### config.mk
export PLATFORM = sky130hd
export DESIGN_NAME = windowed_poke_edge_detector
export DESIGN_NICKNAME = d
export VERILOG_FILES = /design/src/rtl/core/wpe_pkg.sv /design/src/rtl/core/windowed_poke_edge_detector.sv /design/src/rtl/core/wpe_front.sv /design/src/rtl/core/wpe_fifo.sv /design/src/rtl/core/wpe_back.sv
export SDC_FILE = /design/constraint.sdc
export NUM_CORES = 1
export LEC_CHECK = 0
export BUFFER_PORTS_ARGS = -buffer_cell sky130_fd_sc_hd__buf_2
export CORE_UTILIZATION = 60
export CTS_BUF_LIST = sky130_fd_sc_hd__clkbuf_4
export DETAILED_ROUTE_END_ITERATION = 10
export PLACE_DENSITY = 0.78
export SYNTH_ARGS = -nofsm -noshare
export SYNTH_HDL_FRONTEND = slang
export SYNTH_SLANG_ARGS = --single-unit
### constraint.sdc
create_clock -name clk -period 7.2 [get_ports clk]
set_input_delay 0 -clock clk [delete_from_list [all_inputs] [get_ports clk]]
set_output_delay 0 -clock clk [all_outputs]
set_load 0.02 [all_outputs]
### src/rtl/core/wpe_pkg.sv
// Shared types and constants for the windowed poke edge detector.
// No dependencies; used by every module of the block.
`timescale 1ns / 1ps
`default_nettype none
package wpe_pkg;

	localparam int CHANNELS  = 6;
	localparam int CHAN_W    = 3;
	localparam int TIME_W    = 32;
	localparam int WIN_W     = 16;
	localparam int Q_DEPTH   = 4;
	localparam int Q_PTR_W   = $clog2(Q_DEPTH);
	localparam int S_DATA_W  = 40;
	localparam int M_DATA_W  = 72;
	localparam logic [WIN_W-1:0] WINDOW_RESET = WIN_W'(5);

	// One qualification check that changed at least one channel.
	typedef struct packed {
		logic [TIME_W-1:0]   now;
		logic [CHANNELS-1:0] change;
		logic [CHANNELS-1:0] seen;
	} wpe_task_t;

	// Queue status seen by the top level and the back.
	typedef struct packed {
		logic full;
		logic empty;
	} wpe_qstat_t;

endpackage
`default_nettype wire

### src/rtl/core/windowed_poke_edge_detector.sv
// With the back end idle, the first event beat of a sample passes the task queue and the back end's
// task registers into the output register; further events of the same sample follow one per cycle
// while the receiver is ready. Samples are taken every cycle while the 4-deep task queue has room;
// the back end drains one event beat per changed channel, one per cycle while the receiver is ready.
// Reset (arst_n low, asynchronous): latches, levels, check time and entry times clear,
// window_ms returns to 5, queue and output register empty.
`timescale 1ns / 1ps
`default_nettype none
module windowed_poke_edge_detector (
	input  wire logic                             clk,
	input  wire logic                             arst_n,
	// window length register
	input  wire logic                             cfg_wr_en,
	input  wire logic [wpe_pkg::WIN_W-1:0]        cfg_wr_data,
	// sample stream
	input  wire logic                             s_tvalid,
	output      logic                             s_tready,
	input  wire logic [wpe_pkg::S_DATA_W-1:0]     s_tdata,  // sample_bits[5:0], now_ms[37:6]
	// event stream
	output      logic                             m_tvalid,
	input  wire logic                             m_tready,
	output      logic [wpe_pkg::M_DATA_W-1:0]     m_tdata,  // channel[2:0], event_time_ms[34:3],
	                                                         // held_ms[66:35]
	output      logic                             m_tuser,  // is_exit
	output      logic                             m_tlast
);

	logic                         s_accept;
	logic                         q_push;
	logic                         q_pop;
	wpe_pkg::wpe_task_t           q_wr;
	wpe_pkg::wpe_task_t           q_rd;
	wpe_pkg::wpe_qstat_t          q_stat;
	logic [wpe_pkg::CHAN_W-1:0]   ev_channel;
	logic [wpe_pkg::TIME_W-1:0]   ev_time;
	logic [wpe_pkg::TIME_W-1:0]   ev_held;

	// Hold off samples only when the queue is full; a sample whose check changes
	// nothing never needs a slot, but stall anyway to keep ready simple.
	assign s_tready = !q_stat.full;
	assign s_accept = s_tvalid && s_tready;

	// Front: accumulate latches, run the window check, classify changes.
	wpe_front u_front (
		.clk         (clk),
		.arst_n      (arst_n),
		.cfg_wr_en   (cfg_wr_en),
		.cfg_wr_data (cfg_wr_data),
		.accept      (s_accept),
		.sample_bits (s_tdata[wpe_pkg::CHANNELS-1:0]),
		.now_ms      (s_tdata[wpe_pkg::CHANNELS +: wpe_pkg::TIME_W]),
		.push        (q_push),
		.task_d      (q_wr)
	);

	// Queue: decouple sample acceptance from event draining.
	wpe_fifo u_fifo (
		.clk     (clk),
		.arst_n  (arst_n),
		.push    (q_push),
		.wr_task (q_wr),
		.pop     (q_pop),
		.rd_task (q_rd),
		.stat    (q_stat)
	);

	// Back: emit one event beat per changed channel, in channel order.
	wpe_back u_back (
		.clk           (clk),
		.arst_n        (arst_n),
		.head          (q_rd),
		.qstat         (q_stat),
		.pop           (q_pop),
		.out_valid     (m_tvalid),
		.out_ready     (m_tready),
		.channel       (ev_channel),
		.is_exit       (m_tuser),
		.event_time_ms (ev_time),
		.held_ms       (ev_held),
		.last          (m_tlast)
	);

	// Pack the event beat; pad the top bits with zeros.
	assign m_tdata = {{(wpe_pkg::M_DATA_W - wpe_pkg::CHAN_W - 2*wpe_pkg::TIME_W){1'b0}},
	                  ev_held, ev_time, ev_channel};

`ifndef ASSERT_OFF
	// never write into a full queue
	a_no_overflow: assert property (@(posedge clk) disable iff (!arst_n)
		q_push |-> !q_stat.full)
		else $error("task queue overflow");

	// never pop an empty queue
	a_no_underflow: assert property (@(posedge clk) disable iff (!arst_n)
		q_pop |-> !q_stat.empty)
		else $error("task queue underflow");

	// events of one sample leave without gaps
	a_burst_gapless: assert property (@(posedge clk) disable iff (!arst_n)
		(m_tvalid && m_tready && !m_tlast) |=> m_tvalid)
		else $error("gap inside an event burst");

	// channel index stays in range
	a_channel_range: assert property (@(posedge clk) disable iff (!arst_n)
		m_tvalid |-> (m_tdata[wpe_pkg::CHAN_W-1:0] < wpe_pkg::CHAN_W'(wpe_pkg::CHANNELS)))
		else $error("event channel out of range");
`endif

endmodule
`default_nettype wire

### src/rtl/core/wpe_front.sv
// Front part: sample accumulation, window check and change classification.
// Depends on wpe_pkg; pushes one task per changing check into wpe_fifo.
`timescale 1ns / 1ps
`default_nettype none
module wpe_front (
	input  wire logic                                clk,
	input  wire logic                                arst_n,
	input  wire logic                                cfg_wr_en,
	input  wire logic [wpe_pkg::WIN_W-1:0]           cfg_wr_data,
	input  wire logic                                accept,
	input  wire logic [wpe_pkg::CHANNELS-1:0]        sample_bits,
	input  wire logic [wpe_pkg::TIME_W-1:0]          now_ms,
	output      logic                                push,
	output      wpe_pkg::wpe_task_t                  task_d
);

	logic [wpe_pkg::WIN_W-1:0]    window_q;
	logic [wpe_pkg::CHANNELS-1:0] latch_q;
	logic [wpe_pkg::CHANNELS-1:0] qual_q;
	logic [wpe_pkg::TIME_W-1:0]   last_check_q;
	logic [wpe_pkg::CHANNELS-1:0] latch_next;
	logic [wpe_pkg::TIME_W-1:0]   since;
	logic                         due;

	always_comb begin
		latch_next    = latch_q | sample_bits;
		since         = now_ms - last_check_q;
		due           = since >= {{(wpe_pkg::TIME_W-wpe_pkg::WIN_W){1'b0}}, window_q};
		task_d.now    = now_ms;
		task_d.seen   = latch_next;
		task_d.change = latch_next ^ qual_q;
		push          = accept && due && (task_d.change != '0);
	end

	always_ff @(posedge clk or negedge arst_n) begin
		if (!arst_n) begin
			window_q     <= wpe_pkg::WINDOW_RESET;
			latch_q      <= '0;
			qual_q       <= '0;
			last_check_q <= '0;
		end else begin
			if (cfg_wr_en) begin
				window_q <= cfg_wr_data;
			end
			if (accept) begin
				if (due) begin
					// qualify: latched level becomes the new level, restart latching
					last_check_q <= now_ms;
					qual_q       <= latch_next;
					latch_q      <= '0;
				end else begin
					latch_q <= latch_next;
				end
			end
		end
	end

endmodule
`default_nettype wire

### src/rtl/core/wpe_fifo.sv
// Short task queue between the front and back parts.
// Depends on wpe_pkg for the task type and depth.
`timescale 1ns / 1ps
`default_nettype none
module wpe_fifo (
	input  wire logic               clk,
	input  wire logic               arst_n,
	input  wire logic               push,
	input  wire wpe_pkg::wpe_task_t wr_task,
	input  wire logic               pop,
	output wpe_pkg::wpe_task_t      rd_task,
	output wpe_pkg::wpe_qstat_t     stat
);

	wpe_pkg::wpe_task_t           mem_q [wpe_pkg::Q_DEPTH];
	logic [wpe_pkg::Q_PTR_W-1:0]  wr_ptr_q;
	logic [wpe_pkg::Q_PTR_W-1:0]  rd_ptr_q;
	logic [wpe_pkg::Q_PTR_W:0]    count_q;

	assign stat.full  = (count_q == (wpe_pkg::Q_PTR_W+1)'(wpe_pkg::Q_DEPTH));
	assign stat.empty = (count_q == '0);
	assign rd_task    = mem_q[rd_ptr_q];

	always_ff @(posedge clk) begin
		if (push) begin
			mem_q[wr_ptr_q] <= wr_task;
		end
	end

	always_ff @(posedge clk or negedge arst_n) begin
		if (!arst_n) begin
			wr_ptr_q <= '0;
			rd_ptr_q <= '0;
			count_q  <= '0;
		end else begin
			if (push) begin
				wr_ptr_q <= wr_ptr_q + 1'b1;
			end
			if (pop) begin
				rd_ptr_q <= rd_ptr_q + 1'b1;
			end
			unique case ({push, pop})
				2'b10:   count_q <= count_q + 1'b1;
				2'b01:   count_q <= count_q - 1'b1;
				default: count_q <= count_q;
			endcase
		end
	end

endmodule
`default_nettype wire

### src/rtl/core/wpe_back.sv
// Back part: walks the changed channels of a task, one event beat per cycle while the output
// is not stalled, keeps entry times and drives the output register. Depends on wpe_pkg.
`timescale 1ns / 1ps
`default_nettype none
module wpe_back (
	input  wire logic                          clk,
	input  wire logic                          arst_n,
	input  wire wpe_pkg::wpe_task_t            head,
	input  wire wpe_pkg::wpe_qstat_t           qstat,
	output      logic                          pop,
	output      logic                          out_valid,
	input  wire logic                          out_ready,
	output      logic [wpe_pkg::CHAN_W-1:0]    channel,
	output      logic                          is_exit,
	output      logic [wpe_pkg::TIME_W-1:0]    event_time_ms,
	output      logic [wpe_pkg::TIME_W-1:0]    held_ms,
	output      logic                          last
);

	logic                         busy_q;
	logic [wpe_pkg::CHANNELS-1:0] mask_q;
	logic [wpe_pkg::CHANNELS-1:0] seen_q;
	logic [wpe_pkg::TIME_W-1:0]   now_q;
	logic [wpe_pkg::TIME_W-1:0]   entry_q [wpe_pkg::CHANNELS];
	logic                         out_valid_q;
	logic [wpe_pkg::CHAN_W-1:0]   channel_q;
	logic                         is_exit_q;
	logic [wpe_pkg::TIME_W-1:0]   event_time_q;
	logic [wpe_pkg::TIME_W-1:0]   held_q;
	logic                         last_q;

	logic [wpe_pkg::CHAN_W-1:0]   idx;
	logic [wpe_pkg::CHANNELS-1:0] rest;
	logic                         adv;

	// lowest pending channel goes first
	always_comb begin
		idx = '0;
		for (int i = wpe_pkg::CHANNELS - 1; i >= 0; i--) begin
			if (mask_q[i]) begin
				idx = wpe_pkg::CHAN_W'(i);
			end
		end
		rest = mask_q;
		for (int i = 0; i < wpe_pkg::CHANNELS; i++) begin
			if (wpe_pkg::CHAN_W'(i) == idx) begin
				rest[i] = 1'b0;
			end
		end
		adv = busy_q && (!out_valid_q || out_ready);
		pop = !qstat.empty && (!busy_q || (adv && (rest == '0)));
	end

	always_ff @(posedge clk or negedge arst_n) begin
		if (!arst_n) begin
			busy_q      <= 1'b0;
			mask_q      <= '0;
			out_valid_q <= 1'b0;
			for (int i = 0; i < wpe_pkg::CHANNELS; i++) begin
				entry_q[i] <= '0;
			end
		end else begin
			if (adv) begin
				out_valid_q <= 1'b1;
			end else if (out_ready) begin
				out_valid_q <= 1'b0;
			end
			if (adv && seen_q[idx]) begin
				entry_q[idx] <= now_q;
			end
			if (pop) begin
				busy_q <= 1'b1;
				mask_q <= head.change;
			end else if (adv) begin
				busy_q <= (rest != '0);
				mask_q <= rest;
			end
		end
	end

	always_ff @(posedge clk) begin
		if (pop) begin
			seen_q <= head.seen;
			now_q  <= head.now;
		end
		if (adv) begin
			channel_q    <= idx;
			is_exit_q    <= !seen_q[idx];
			event_time_q <= now_q;
			held_q       <= seen_q[idx] ? '0 : (now_q - entry_q[idx]);
			last_q       <= (rest == '0);
		end
	end

	assign out_valid     = out_valid_q;
	assign channel       = channel_q;
	assign is_exit       = is_exit_q;
	assign event_time_ms = event_time_q;
	assign held_ms       = held_q;
	assign last          = last_q;

endmodule
`default_nettype wire

==> results.txt <==
Gr ovfl total: 0
Fillers: 2,807
Die area: 0.0435 mm2
M1 wire length: 25.5 mm
Total number of vias: 17,516
YS warnings: 0
Placed Area: 0.0268 mm2
Max Buffers Root-to-Sink: 3
Crit Reg-Reg Startpoint: u_front.last_check_q[0]
Max Freq: 156 MHz
Worst-path clk slew: 0.07 ns
Worst reg-to-reg path cell count: 26
Startpoint Class: flip-flop
Reg2Reg Setup Slack: 0.81 ns
Register area: 0.0152 mm2
Slew Viols, Final: 0
Initial DRC Count: 1,109
Worst vdd rail ir drop: 0.307 mV
Critical Path Fanout Max: 7
Tot Pwr: 16.1 mW
Initial Utilization: 0.609
Syn Std Cell Area: 0.0256 mm2
Largest net degree at the start of global routing: 155
Via density: 5.85
First-pass GRT wire length: 96.3 mm
Share of cells above drive strength 1: 0.289
Synth cell count leaders: edfxtp_1, dfrtp_1, nand2_1
Area of the multi-input gates: 0.00983 mm2
Routed WL: 60.5 mm
Clock Latency Late Sink: 0.94 ns
Final Skew: 0.0589 ns
Synth Instances: 1,984
Clock tree sinks: 550
Count of cell types in the netlist: 75
Antenna violations before repair: 2
Crit end category: flip-flop
DP HPWL: 35.9 mm
GPL Wtd Cong: 0.845
Dominant cell type by area after synthesis: edfxtp_1
Async S/R FF share, synth: 0.485
Hold WC Path Type: input port to asynchronous set/reset pin
Setup total negative slack: 0 ns
Top sig layer: met4
Pwr dens: 532 mW/mm2
Final Cell Area: 0.0303 mm2
Area growth syn-to-layout: 18.3%
Met2 wire length: 30.4 mm
Pre-antenna DRT Iters: 6
PortBufs: 129
Final min period: 6.39 ns
Depth of the CTS H-tree: 4
Io pins: 137
Period Utilization, post-route: 0.888
Crit path kind: flip-flop to flip-flop
Core area: 0.0420 mm2
Register area share after synthesis: 0.593
Most frequent cell after synthesis: edfxtp_1
Max-Cap Viols: 0
Final setup violation count: 0
FF+latch count, synth: 550
Num CTS Buffers: 141
Final Hold Viols: 0
Vias in the first global route: 18,173
Most used flip-flop cell after synthesis: edfxtp_1
Worst-margin pin slew: 0.948 ns
Total global-route track usage: 0.287
Met3 WL post-DR: 3.13 mm
Syn Area/Cell: 12.9 um2
Post-synth top area share: 0.332
DRC Markers: 0
Worst Path Required: 8.04 ns
Fin nets: 2,495
RSZ-0062 raised after global routing: false
Routed Antenna Nets: 0
Rows: 75
Final core utilization: 0.721
CTS root buffer: clkbuf_4
Crit path arrival time: 7.23 ns
Die Y: 209 um
Area contributors post-synth: edfxtp_1, dfrtp_1, mux2_2
Status: finished clean
WL/cell: 20.2 um
Die X: 209 um
Pleak: 12.6 nW
RR Endpoint: u_fifo.count_q[2]
Worst rel slew slack: 0.366
CTS tree: yes
Post-synth EDFFs: 283
final cells by class:
| type | instances | area share |
|---|---|---|
| diodes | 2 | 0.000165 |
| well taps | 539 | 0.0223 |
| repair buffers | 306 | 0.0789 |
| inverters | 71 | 0.00880 |
| clock inverters | 28 | 0.00900 |
| flip-flops and latches | 550 | 0.501 |
| multi-input cells | 1278 | 0.325 |
| clock buffers | 222 | 0.0550 |
how the worst max path moves through the flow:
stage,startpoint,endpoint,slack [ns],cells past startpoint
after CTS,u_front.last_check_q[0],u_fifo.count_q[2],1.0,26
final,u_front.last_check_q[0],u_fifo.count_q[2],0.81,26
after global placement,u_front.last_check_q[0],u_fifo.count_q[2],1.20,26
after detailed placement,u_front.last_check_q[0],u_fifo.count_q[2],1.02,26
after floorplan,u_front.last_check_q[0],u_fifo.count_q[2],1.93,26
after global routing,u_front.last_check_q[0],u_fifo.count_q[2],0.45,26
metal layers:
metal,track usage,vias to the layer above
met5,0,-
met4,0.108,0
met3,0.0637,116
met2,0.480,582
met1,0.368,8715
li1,-,8103
placed cells by master (no fill, tap or decap), types with 6 or more instances in the layout:
master	instances
inv_2	6
mux4_2	45
a31oi_1	33
o211ai_1	8
nand2_1	265
dfrtp_1	263
nand2b_1	13
a21o_1	22
and3_1	8
dlygate4sd3_1	149
ha_1	83
clkbuf_4	222
a21oi_1	97
buf_4	26
inv_1	68
buf_2	128
clkinv_1	14
mux2i_1	7
mux2_4	33
edfxtp_1	283
bufinv_16	6
or2_2	12
nand4_1	11
o21a_1	15
or3_1	8
o21ai_0	72
xor2_1	29
nand3_1	75
mux2_2	197
nor3_1	17
xnor2_1	22
nor2_1	79
a211oi_1	13
nor2b_1	8
state kept, by name (all words and copies together), names as in the netlist, 2 cells and up:
signal / count
u_back.channel: 3
u_back.seen_q: 6
u_front.latch_q: 6
u_back.entry_q: 192
u_front.last_check_q: 32
u_fifo.rd_ptr_q: 2
u_back.event_time_ms: 32
u_fifo.count_q: 3
u_back.held_ms: 32
u_front.window_q: 16
u_fifo.mem_q: 176
u_back.now_q: 32
u_fifo.wr_ptr_q: 2
u_front.qual_q: 6
u_back.mask_q: 6
per-stage QoR:
step / cells / setup WS [ns] / hold WS (ns)
after floorplan: 1988 / 1.93 / -0.296
after global placement: 2594 / 1.20 / 0.131
after detailed placement: 2594 / 1.02 / 0.143
after CTS: 2994 / 1.00 / 0.0833
after global routing: 2996 / 0.446 / 0.121
final: 2996 / 0.808 / 0.176
where the power goes:
group	switching (mW)	leakage, nW	internal (mW)	total (mW)
Sequential	0.745	5.89	4.87	5.61
Combinational	4.43	5.59	3.21	7.63
Clock	1.27	1.17	1.61	2.88
Total	6.44	12.6	9.69	16.1
worst max-delay path: stages (launching register included):
cell,delay (ns)
dfrtp_1,0.38
ha_1,0.22
fa_1,0.42
nor2b_1,0.18
o31a_1,0.24
o21ai_0,0.13
nand2b_1,0.13
nor2b_1,0.19
o21ai_0,0.15
o21a_1,0.23
xnor2_1,0.13
ha_1,0.19
a211oi_1,0.21
nor2_1,0.08
or3_1,0.35
or4_1,0.49
a2111oi_2,0.33
nand4_1,0.20
a2111oi_2,0.56
nor2_1,0.25
inv_1,0.13
ha_1,0.22
inv_1,0.07
fa_1,0.39
xor2_1,0.16
nor2_1,0.13
xor2_1,0.17
repair_timing:
action,4_1_cts,5_1_grt
gates resized for setup,0,0
hold buffers,150,0
buffers inserted,0,0
endpoints found under the hold margin,509,0
cells by family (layout without fill, tap and decap cells):
logic type	after synthesis	in the layout	synth area share
buffers and inverters	160	627	0.0260
xor gates and xnor gates	51	51	0.0174
DFF	550	550	0.593
adders and majority gates	87	87	0.0433
other	1	7	0.000146
AOI/OAI and AO/OA	324	324	0.0799
and+or+nand+nor	529	529	0.0921
muxes	282	282	0.148
(Power assumes the default switching activity.)
